[config.mk]
export PLATFORM = sky130hd
export DESIGN_NAME = multi_sensor_heartbeat_watchdog
export DESIGN_NICKNAME = d
export VERILOG_FILES = /design/src/hw/rtl/mshw_pkg.sv /design/src/hw/rtl/multi_sensor_heartbeat_watchdog.sv
export SDC_FILE = /design/constraint.sdc
export NUM_CORES = 1
export LEC_CHECK = 0
export BUFFER_PORTS_ARGS = -buffer_cell sky130_fd_sc_hd__buf_2
export CORE_MARGIN = 1
export CORE_UTILIZATION = 46
export DETAILED_ROUTE_END_ITERATION = 12
export MAX_ROUTING_LAYER = met4
export PLACE_DENSITY = 0.7
export SLEW_MARGIN = 20
export SYNTH_ARGS = -nofsm -noshare
export SYNTH_HDL_FRONTEND = slang
export SYNTH_SLANG_ARGS = --single-unit
export TNS_END_PERCENT = 5
[constraint.sdc]
create_clock -name i_clk -period 4.7 [get_ports i_clk]
set_input_delay 0.47 -clock i_clk [delete_from_list [all_inputs] [get_ports i_clk]]
set_output_delay 0.47 -clock i_clk [all_outputs]
set_load 0.005 [all_outputs]
[src/hw/rtl/mshw_pkg.sv]
// Package for the multi-sensor heartbeat watchdog: register indexes, codes and reset values.
package mshw_pkg;

    localparam int CFG_WIDTH = 16;
    localparam int CFG_IDX_WIDTH = 3;

    typedef logic [CFG_WIDTH-1:0]     t_cfg;
    typedef logic [CFG_IDX_WIDTH-1:0] t_cfg_idx;
    typedef logic [1:0]               t_status;
    typedef logic [1:0]               t_sensor;

    localparam t_cfg_idx REG_IMU_TIMEOUT     = 3'd0;
    localparam t_cfg_idx REG_LIDAR_TIMEOUT   = 3'd1;
    localparam t_cfg_idx REG_MOTOR_TIMEOUT   = 3'd2;
    localparam t_cfg_idx REG_GRACE_PERIOD    = 3'd3;
    localparam t_cfg_idx REG_DEBOUNCE_PERIOD = 3'd4;

    localparam t_cfg RST_IMU_TIMEOUT     = 16'd500;
    localparam t_cfg RST_LIDAR_TIMEOUT   = 16'd500;
    localparam t_cfg RST_MOTOR_TIMEOUT   = 16'd1000;
    localparam t_cfg RST_GRACE_PERIOD    = 16'd3000;
    localparam t_cfg RST_DEBOUNCE_PERIOD = 16'd300;

    localparam t_status STATUS_GRACE    = 2'd0;
    localparam t_status STATUS_OK       = 2'd1;
    localparam t_status STATUS_DEBOUNCE = 2'd2;
    localparam t_status STATUS_FAIL     = 2'd3;

    localparam t_sensor SENSOR_IMU   = 2'd0;
    localparam t_sensor SENSOR_LIDAR = 2'd1;
    localparam t_sensor SENSOR_MOTOR = 2'd2;

endpackage

[src/hw/rtl/multi_sensor_heartbeat_watchdog.sv]
// Heartbeat watchdog for three sensors with startup grace and failure debounce.
//
// Input channel (i_in_valid / o_in_ready): one word per millisecond tick with the
// IMU, lidar and motor heartbeat flags and a report strobe.
// Output channel (o_out_valid / i_out_ready): one report word for each tick whose
// report strobe is set: system_ok, status_code and failed_sensor.
// Config channel (i_cfg_valid / o_cfg_ready): register index and data; always ready.
// Unknown indexes are ignored. Write only while the block is idle.
// Counters and the debounce state update in the cycle a tick word is accepted,
// and the report is registered in that same edge.
// Throughput is one tick per cycle while no report is stalled in the single output register.
// o_in_ready is high while the output register is empty or being drained, so a
// stalled receiver holds the pending report and blocks only further ticks.
// Synchronous reset restores the register defaults, clears all age, uptime and
// debounce state and empties the output register.
module multi_sensor_heartbeat_watchdog #(
    parameter int TIME_WIDTH = 16
) (
    input  logic                     i_clk,
    input  logic                     i_rst_n,
    input  logic                     i_in_valid,
    output logic                     o_in_ready,
    input  logic                     i_imu_seen,
    input  logic                     i_lidar_seen,
    input  logic                     i_motor_seen,
    input  logic                     i_report_now,
    output logic                     o_out_valid,
    input  logic                     i_out_ready,
    output logic                     o_system_ok,
    output logic [1:0]               o_status_code,
    output logic [1:0]               o_failed_sensor,
    input  logic                     i_cfg_valid,
    output logic                     o_cfg_ready,
    input  logic [mshw_pkg::CFG_IDX_WIDTH-1:0] i_cfg_index,
    input  logic [mshw_pkg::CFG_WIDTH-1:0]     i_cfg_data
);

    localparam int CMP_W = (TIME_WIDTH > mshw_pkg::CFG_WIDTH) ? TIME_WIDTH : mshw_pkg::CFG_WIDTH;

    typedef logic [TIME_WIDTH-1:0] t_time;
    typedef logic [CMP_W-1:0]      t_cmp;

    mshw_pkg::t_cfg r_imu_timeout, r_lidar_timeout, r_motor_timeout;
    mshw_pkg::t_cfg r_grace_period, r_debounce_period;

    t_time r_imu_age, r_lidar_age, r_motor_age, r_uptime, r_fail_age;
    logic  r_failing;

    t_time n_imu_age, n_lidar_age, n_motor_age, n_uptime, n_fail_age;
    logic  n_failing;

    logic              r_out_valid;
    logic              r_system_ok, n_system_ok;
    mshw_pkg::t_status r_status_code, n_status_code;
    mshw_pkg::t_sensor r_failed_sensor, n_failed_sensor;

    logic in_accept;
    logic in_grace;
    logic imu_to, lidar_to, motor_to, any_fail;
    t_time fail_age_inc;

    function automatic t_time sat_inc(input t_time v);
        return (v == '1) ? v : t_time'(v + 1'b1);
    endfunction

    assign o_in_ready  = !r_out_valid || i_out_ready;
    assign in_accept   = i_in_valid && o_in_ready;
    assign o_cfg_ready = 1'b1;

    always_comb begin
        n_uptime     = sat_inc(r_uptime);
        n_imu_age    = i_imu_seen   ? '0 : sat_inc(r_imu_age);
        n_lidar_age  = i_lidar_seen ? '0 : sat_inc(r_lidar_age);
        n_motor_age  = i_motor_seen ? '0 : sat_inc(r_motor_age);
        fail_age_inc = r_failing ? sat_inc(r_fail_age) : r_fail_age;

        in_grace = t_cmp'(n_uptime) < t_cmp'(r_grace_period);
        imu_to   = t_cmp'(n_imu_age)   > t_cmp'(r_imu_timeout);
        lidar_to = t_cmp'(n_lidar_age) > t_cmp'(r_lidar_timeout);
        motor_to = t_cmp'(n_motor_age) > t_cmp'(r_motor_timeout);
        any_fail = imu_to || lidar_to || motor_to;

        if (imu_to) begin
            n_failed_sensor = mshw_pkg::SENSOR_IMU;
        end else if (lidar_to) begin
            n_failed_sensor = mshw_pkg::SENSOR_LIDAR;
        end else if (motor_to) begin
            n_failed_sensor = mshw_pkg::SENSOR_MOTOR;
        end else begin
            n_failed_sensor = mshw_pkg::SENSOR_IMU;
        end

        n_failing     = r_failing;
        n_fail_age    = fail_age_inc;
        n_system_ok   = 1'b1;
        n_status_code = mshw_pkg::STATUS_GRACE;

        if (i_report_now) begin
            if (in_grace) begin
                n_failed_sensor = mshw_pkg::SENSOR_IMU;
            end else if (!any_fail) begin
                n_failing     = 1'b0;
                n_fail_age    = '0;
                n_status_code = mshw_pkg::STATUS_OK;
            end else begin
                n_failing = 1'b1;
                if (!r_failing) begin
                    n_fail_age = '0;
                end
                if (t_cmp'(n_fail_age) >= t_cmp'(r_debounce_period)) begin
                    n_system_ok   = 1'b0;
                    n_status_code = mshw_pkg::STATUS_FAIL;
                end else begin
                    n_status_code = mshw_pkg::STATUS_DEBOUNCE;
                end
            end
        end
    end

    always_ff @(posedge i_clk) begin
        if (!i_rst_n) begin
            r_imu_timeout     <= mshw_pkg::RST_IMU_TIMEOUT;
            r_lidar_timeout   <= mshw_pkg::RST_LIDAR_TIMEOUT;
            r_motor_timeout   <= mshw_pkg::RST_MOTOR_TIMEOUT;
            r_grace_period    <= mshw_pkg::RST_GRACE_PERIOD;
            r_debounce_period <= mshw_pkg::RST_DEBOUNCE_PERIOD;
        end else if (i_cfg_valid) begin
            case (i_cfg_index)
                mshw_pkg::REG_IMU_TIMEOUT:     r_imu_timeout     <= i_cfg_data;
                mshw_pkg::REG_LIDAR_TIMEOUT:   r_lidar_timeout   <= i_cfg_data;
                mshw_pkg::REG_MOTOR_TIMEOUT:   r_motor_timeout   <= i_cfg_data;
                mshw_pkg::REG_GRACE_PERIOD:    r_grace_period    <= i_cfg_data;
                mshw_pkg::REG_DEBOUNCE_PERIOD: r_debounce_period <= i_cfg_data;
                default: ;
            endcase
        end
    end

    always_ff @(posedge i_clk) begin
        if (!i_rst_n) begin
            r_imu_age   <= '0;
            r_lidar_age <= '0;
            r_motor_age <= '0;
            r_uptime    <= '0;
            r_fail_age  <= '0;
            r_failing   <= 1'b0;
            r_out_valid <= 1'b0;
        end else begin
            if (in_accept) begin
                r_imu_age   <= n_imu_age;
                r_lidar_age <= n_lidar_age;
                r_motor_age <= n_motor_age;
                r_uptime    <= n_uptime;
                r_fail_age  <= n_fail_age;
                r_failing   <= n_failing;
            end
            if (in_accept && i_report_now) begin
                r_out_valid <= 1'b1;
            end else if (i_out_ready) begin
                r_out_valid <= 1'b0;
            end
        end
    end

    always_ff @(posedge i_clk) begin
        if (in_accept && i_report_now) begin
            r_system_ok     <= n_system_ok;
            r_status_code   <= n_status_code;
            r_failed_sensor <= n_failed_sensor;
        end
    end

    assign o_out_valid     = r_out_valid;
    assign o_system_ok     = r_system_ok;
    assign o_status_code   = r_status_code;
    assign o_failed_sensor = r_failed_sensor;

endmodule

# ---- Word level (Yosys, flattened, before mapping)
# Index checks and enable logic that the tools add are counted.
dict set report word_totals {
  reg_bits 167
  inputBits 28
  word_cells 81
}
dict set report op_classes {
  n_addsub 5
  order_cmp 5
  n_eq_ne 9
  n_mux 27
  bitwise 3
  reduce_logical 16
}
# op n
set op_table {}
lappend op_table {{$mux 16} 16}
lappend op_table {{$add 16x1->16 const B} 5}
lappend op_table {{$eq 16x16->1 const B} 5}
lappend op_table {{$gt 16x16->1} 3}
lappend op_table {{$ge 16x16->1} 1}
lappend op_table {{$lt 16x16->1} 1}
lappend op_table {{$mux 2} 5}
lappend op_table {{$reduce_and 2->1} 5}
lappend op_table {{$eq 3x2->1 const B} 2}
lappend op_table {{$mux 1} 6}
lappend op_table {{$eq 3x1->1 const B} 1}
lappend op_table {{$eq 3x3->1 const B} 1}
lappend op_table {{$logic_not 3->1} 1}
lappend op_table {{$logic_or 1x1->1} 3}
lappend op_table {{$not 1->1} 3}
lappend op_table {{$reduce_and 3->1} 1}
lappend op_table {{$reduce_or 3->1} 1}
lappend op_table {{$logic_and 1x1->1} 2}
lappend op_table {{$reduce_bool 2->1} 1}
lappend op_table {{$reduce_or 2->1} 1}
lappend op_table {{$logic_not 1->1} 1}

# ---- Depth between registers and ports, before layout
dict set report depth {
  ltp_word 12
  ltp_mapped 20
  depth_no_buf 18
}

# ---- Worst setup path after synthesis
# Ideal clock, no wire load.
dict set report synth_path {
  path_type {reg2reg}
  startpoint {register r_motor_age[0]}
  endpoint {register r_fail_age[11]}
  setup_ns 0.115
  arrival_ns 3.783
  t_required_ns 4.585
  path_slack_ns 0.802
  path_stages_with_launch 20
  n_path_buf 2
  synth_period_minus_slack_ns 3.898
  cell_sequence {dfxtp_1 ha_1 and3_1 and4_1 nor2b_1 buf_2 a21oi_2 nor3b_1 xnor2_1 nor2_1 ha_1 nand4_1 nor2_1 a221o_1 o31a_1 o31ai_1 nand3b_4 o21ai_4 buf_6 nor2_1}
}
dict set report synth_between {
  elab_chain_cells 8
  elab_cells_between_ends 9
  classes_between {1 x add/sub; 1 x order compare; 1 x eq/ne; 5 x mux; 1 x reduce/logical}
}
# element line
set synth_lines {}
lappend synth_lines {{start: declaration} multi_sensor_heartbeat_watchdog.sv:46} ;# t_time r_imu_age, r_lidar_age, r_motor_age, r_uptime, r_fail_age;
lappend synth_lines {{start signal: assignment} multi_sensor_heartbeat_watchdog.sv:152} ;# r_motor_age <= n_motor_age;
lappend synth_lines {{$add 16x1->16 / $eq 16x16->1 (equally long branches)} multi_sensor_heartbeat_watchdog.sv:63} ;# return (v == '1) ? v : t_time'(v + 1'b1);
lappend synth_lines {{$mux 16 (*)} multi_sensor_heartbeat_watchdog.sv:63}
lappend synth_lines {{$mux 16 (*)} multi_sensor_heartbeat_watchdog.sv:74} ;# n_motor_age = i_motor_seen ? '0 : sat_inc(r_motor_age);
lappend synth_lines {{net n_motor_age[11]} multi_sensor_heartbeat_watchdog.sv:49} ;# t_time n_imu_age, n_lidar_age, n_motor_age, n_uptime, n_fail_age;
lappend synth_lines {{$gt 16x16->1 (*)} multi_sensor_heartbeat_watchdog.sv:80} ;# motor_to = t_cmp'(n_motor_age) > t_cmp'(r_motor_timeout);
lappend synth_lines {{$logic_or 1x1->1 (*)} multi_sensor_heartbeat_watchdog.sv:81} ;# any_fail = imu_to || lidar_to || motor_to;
lappend synth_lines {{$mux 16 (*)} multi_sensor_heartbeat_watchdog.sv:101} ;# end else if (!any_fail) begin
lappend synth_lines {{$mux 16 (*)} multi_sensor_heartbeat_watchdog.sv:99} ;# if (in_grace) begin
lappend synth_lines {{$mux 16 (*)} multi_sensor_heartbeat_watchdog.sv:98} ;# if (i_report_now) begin
lappend synth_lines {{end signal: assignment} multi_sensor_heartbeat_watchdog.sv:154} ;# r_fail_age <= n_fail_age;
lappend synth_lines {{end: declaration} multi_sensor_heartbeat_watchdog.sv:46}
# The timed path passes the listed nets; every way through them passes the cells marked *.
# A chain may end at the register's enable or synchronous reset.

# ---- Worst setup path after layout
dict set report layout_path {
  startpoint {register r_motor_age[0]}
  endpoint {register r_fail_age[8]}
}
# Same word-level chain as after synthesis.

==> flow_summary_export.csv <==
group,metric,value,unit
timing,rsz0062_at_grt,"no",
timing,worst_slack,0.4362,ns
floorplanning,ios,36,
drt,via_per_inst,5.446,
timing,clock.fmax,0.2345,GHz
synthesis,netlist_area,10430,um2
synthesis,ys_types,74,
synthesis,yosys_most_used_dff,"dfxtp_1",
cts,post_cts_buffers,0,
grt,use_met3,0.04551,
floorplanning,fp.dieH,152.6,um
finish,fin_nets,1442,
timing,setup_viol,0,
grt,grt_start_max_net_pins,102,
critical_path,crit_slowest_cell,"dfxtp_1",
timing,fin_skew,0.006603,ns
drt,drcViolationCount,0,
cts,clk_pin_slew,0.06,ns
finish,drive_gt1_frac,0.07084,
critical_path,cp_common_cell,"ha_1",
critical_path,cp-start-kind,"flop",
floorplanning,num_rows,54,
grt,grt_pass1_wl,40340,um
critical_path,r2r-start,"r_motor_age[0]",
synthesis,avgSynthCellArea,7.824,um2
grt,grt_overflow,0,
cts,cts_root_buffer,"clkbuf_16",
synthesis,synth-edff-count,5,
floorplanning,core_area,22030,um2
grt,grt_antenna_before_repair,2,
floorplanning,start_util,0.4735,
synthesis,asyncSetResetFlopFracSynth,0,
synthesis,yosys_warnings,0,
place,dp_slack,0.4250,ns
critical_path,worst-r2r-cell-count,16,
timing,tightest_slew,0.9571,ns
cts,cts_max_level,4,
critical_path,critPathArrivalTime,4.56,ns
critical_path,worst-r2r-setup-slack,0.44,ns
flow_run,cap_viol_max_count,0,
place,place_congestion,0.8528,
drt,final_antenna_net_count,0,
cts,tritoncts,"done",
critical_path,crit_chain,"ha_1 > and3_1 > and4_1 > nor2b_1 > buf_4 > a31oi_1 > a311oi_1 > ha_1 > a21oi_1 > nand2_1 > a221o_1 > o31a_1 > o31ai_1 > nand3b_4 > o21ai_4 > nor2_1",
critical_path,r2r-end,"r_fail_age[8]",
pwr,p_leak,4.475,nW
cts,cts.sinks,167,
place,dp_hpwl,17070,um
critical_path,end_kind,"flop",
synthesis,synth-seq-cells,167,
place,io_buffers,34,
timing,drv_slew,0,
grt,grt_pass1_vias,8108,
timing,hold_violations,0,
drt,drtPass1Iterations,7,
grt,use_met2,0.3353,
cts,cts_repair_resize_count,0,
drt,wl_per_cell,14.95,um
cts,cts_hold_buf,0,
cts,cts.path.max_buffers,2,
timing,tns,0,ns
critical_path,worstPathMaxFanout,12,
grt,top_usage_layer,"met2",
timing,min_period_over_period,0.9072,
pwr,p_per_area,263.8,nW/um2
timing,slew_headroom,0.3620,
critical_path,critical_path.max_stage_delay,0.40,ns
critical_path,crit_type,"reg2reg",
pwr,ir_drop,0.2306,mV
min_path,hold_path_class,"in2reg",
floorplanning,die_w,152.6,um
pwr,finalPower,2.985,mW
critical_path,worstSetupEndpoint,"r_fail_age[8]",
cts,clk_latency,0.42,ns
grt,use_met1,0.3007,
critical_path,crit_required,5.00,ns
synthesis,ys_seq_area_frac,0.3254,
cts,numCtsBuffers,17,
drt,vias,8839,
synthesis,synth_nets,1445,
drt,drt_iter0_drc,614,
timing,period_needed,4.264,ns
drt,wirelength,24260,um
finish,area_growth,8.518,%
status,status,"finished clean",
synthesis,synth_cells,1333,
critical_path,crit_path_start,"r_motor_age[0]",
floorplanning,dieArea,23280,um2
grt,track_usage,0.2203,
## final cells by class
cell class / count / area [um2]
Multi-Input combinational cell: 1011 / 6426
Tap cell: 280 / 350.3
Antenna cell: 2 / 5.005
Timing Repair Buffer: 44 / 260.3
Clock inverter: 2 / 10.01
Sequential cell: 167 / 3393
Clock buffer: 28 / 538.0
Inverter: 89 / 334.1
Fill cell: 2112 / 10710
## state kept, by name (all words and copies together), names as in the netlist
| name | flops |
|---|---|
| r_motor_age | 16 |
| r_lidar_age | 16 |
| r_lidar_timeout | 16 |
| o_out_valid | 1 |
| r_fail_age | 16 |
| r_imu_age | 16 |
| o_failed_sensor | 2 |
| r_debounce_period | 16 |
| o_system_ok | 1 |
| r_imu_timeout | 16 |
| r_uptime | 16 |
| r_failing | 1 |
| r_grace_period | 16 |
| r_motor_timeout | 16 |
| o_status_code | 2 |
## cells by family (layout without fill, tap and decap cells)
logic type | Yosys count | after routing | share of synthesized area
compound gates | 274 | 274 | 0.1792
xor+xnor | 75 | 75 | 0.06299
flops | 167 | 167 | 0.3254
mux | 8 | 8 | 0.007799
simple gates | 569 | 569 | 0.2642
other cells | 1 | 3 | 0.0003596
fa+ha+maj | 84 | 84 | 0.1008
buf+inv | 155 | 163 | 0.05927
## per-layer routing
| metal | vias up | part of all wire | wire [um] |
|---|---|---|---|
| li1 | 4575 | - | - |
| met5 | - | 0 | 0 |
| met4 | 0 | 0.0089 | 216 |
| met1 | 4076 | 0.50 | 12070 |
| met3 | 16 | 0.052 | 1267 |
| met2 | 172 | 0.44 | 10710 |
## worst max-delay path: cells and delay by family (launching register included)
family	cells	cell delay (ns)
DFF	1	0.40
adders and majority gates	2	0.53
AOI/OAI and AO/OA	7	1.99
buffers and inverters	1	0.18
and+or+nand+nor	6	1.04
## worst min-delay path by stage
stage,start,endpoint,slack (ns),depth (start not counted)
final,i_report_now,o_out_valid,0.38,3
after global routing,i_cfg_data[13],r_grace_period[13],0.37,3
after CTS,i_report_now,o_out_valid,0.37,3
after detailed placement,r_grace_period[12],r_grace_period[12],0.46,2
after global placement,r_debounce_period[1],r_debounce_period[1],0.45,2
after floorplan,r_grace_period[0],r_grace_period[0],0.44,2
## stage by stage
stage	util	hold slack, ns	cells	cell area (um2)
finish	0.5138	0.3763	1623	11320
global route	0.5138	0.3737	1623	11320
CTS	0.5133	0.3661	1621	11310
detailed placement	0.4885	0.4573	1591	10760
global placement	0.4885	0.4500	1591	10760
floorplan	-	0.4389	1333	10430
## power by group
| part | internal [mW] | switching [mW] | total [mW] |
|---|---|---|---|
| registers | 1.45 | 0.0125 | 1.46 |
| clock network | 0.772 | 0.544 | 1.32 |
| logic | 0.0686 | 0.142 | 0.211 |
## cells in the final DEF, fill, tap and decap left out, drive strengths merged, types with 26 or more instances in the layout
cell and n:
nand2 241, dfxtp 162, nor2 109, inv 89
a21boi 84, ha 84, o21ai 52, a21oi 47
buf 44, xnor2 40, xor2 35, o211ai 34
nand3 30, clkbuf 28, nor3 27, nand4 26
## synth_stat cells, types with 3 or more instances
master    instances  share of area
buf_4             5         0.0036
dfxtp_1         162           0.31
a21o_1           12         0.0086
o21ai_0          50          0.024
inv_1            89          0.032
a21boi_0         84          0.060
nor4_1            8         0.0048
nand3_1          29          0.014
nor3_1           26          0.012
nor3b_1          11         0.0079
or3_1            15         0.0090
a22oi_1           6         0.0043
a221oi_1          3         0.0025
o31ai_1           4         0.0029
buf_2             3         0.0014
nand2_1         238          0.086
o211ai_1         33          0.024
nand2b_1          9         0.0054
mux2i_1           7         0.0067
edfxtp_1          5          0.014
a211oi_1          4         0.0029
xnor2_1          40          0.034
and4_1           10         0.0084
and3b_1           3         0.0025
and3_1           22          0.013
nor2_1          108          0.039
and2_1           20          0.012
a21oi_1          46          0.022
a31oi_1           5         0.0030
xor2_1           35          0.029
clkbuf_1         54          0.019
ha_1             84           0.10
nand4_1          26          0.016
nor2b_1          21          0.013
nand3b_1          3         0.0022
a32o_1            4         0.0038
Power figures use the tool's default switching activity.
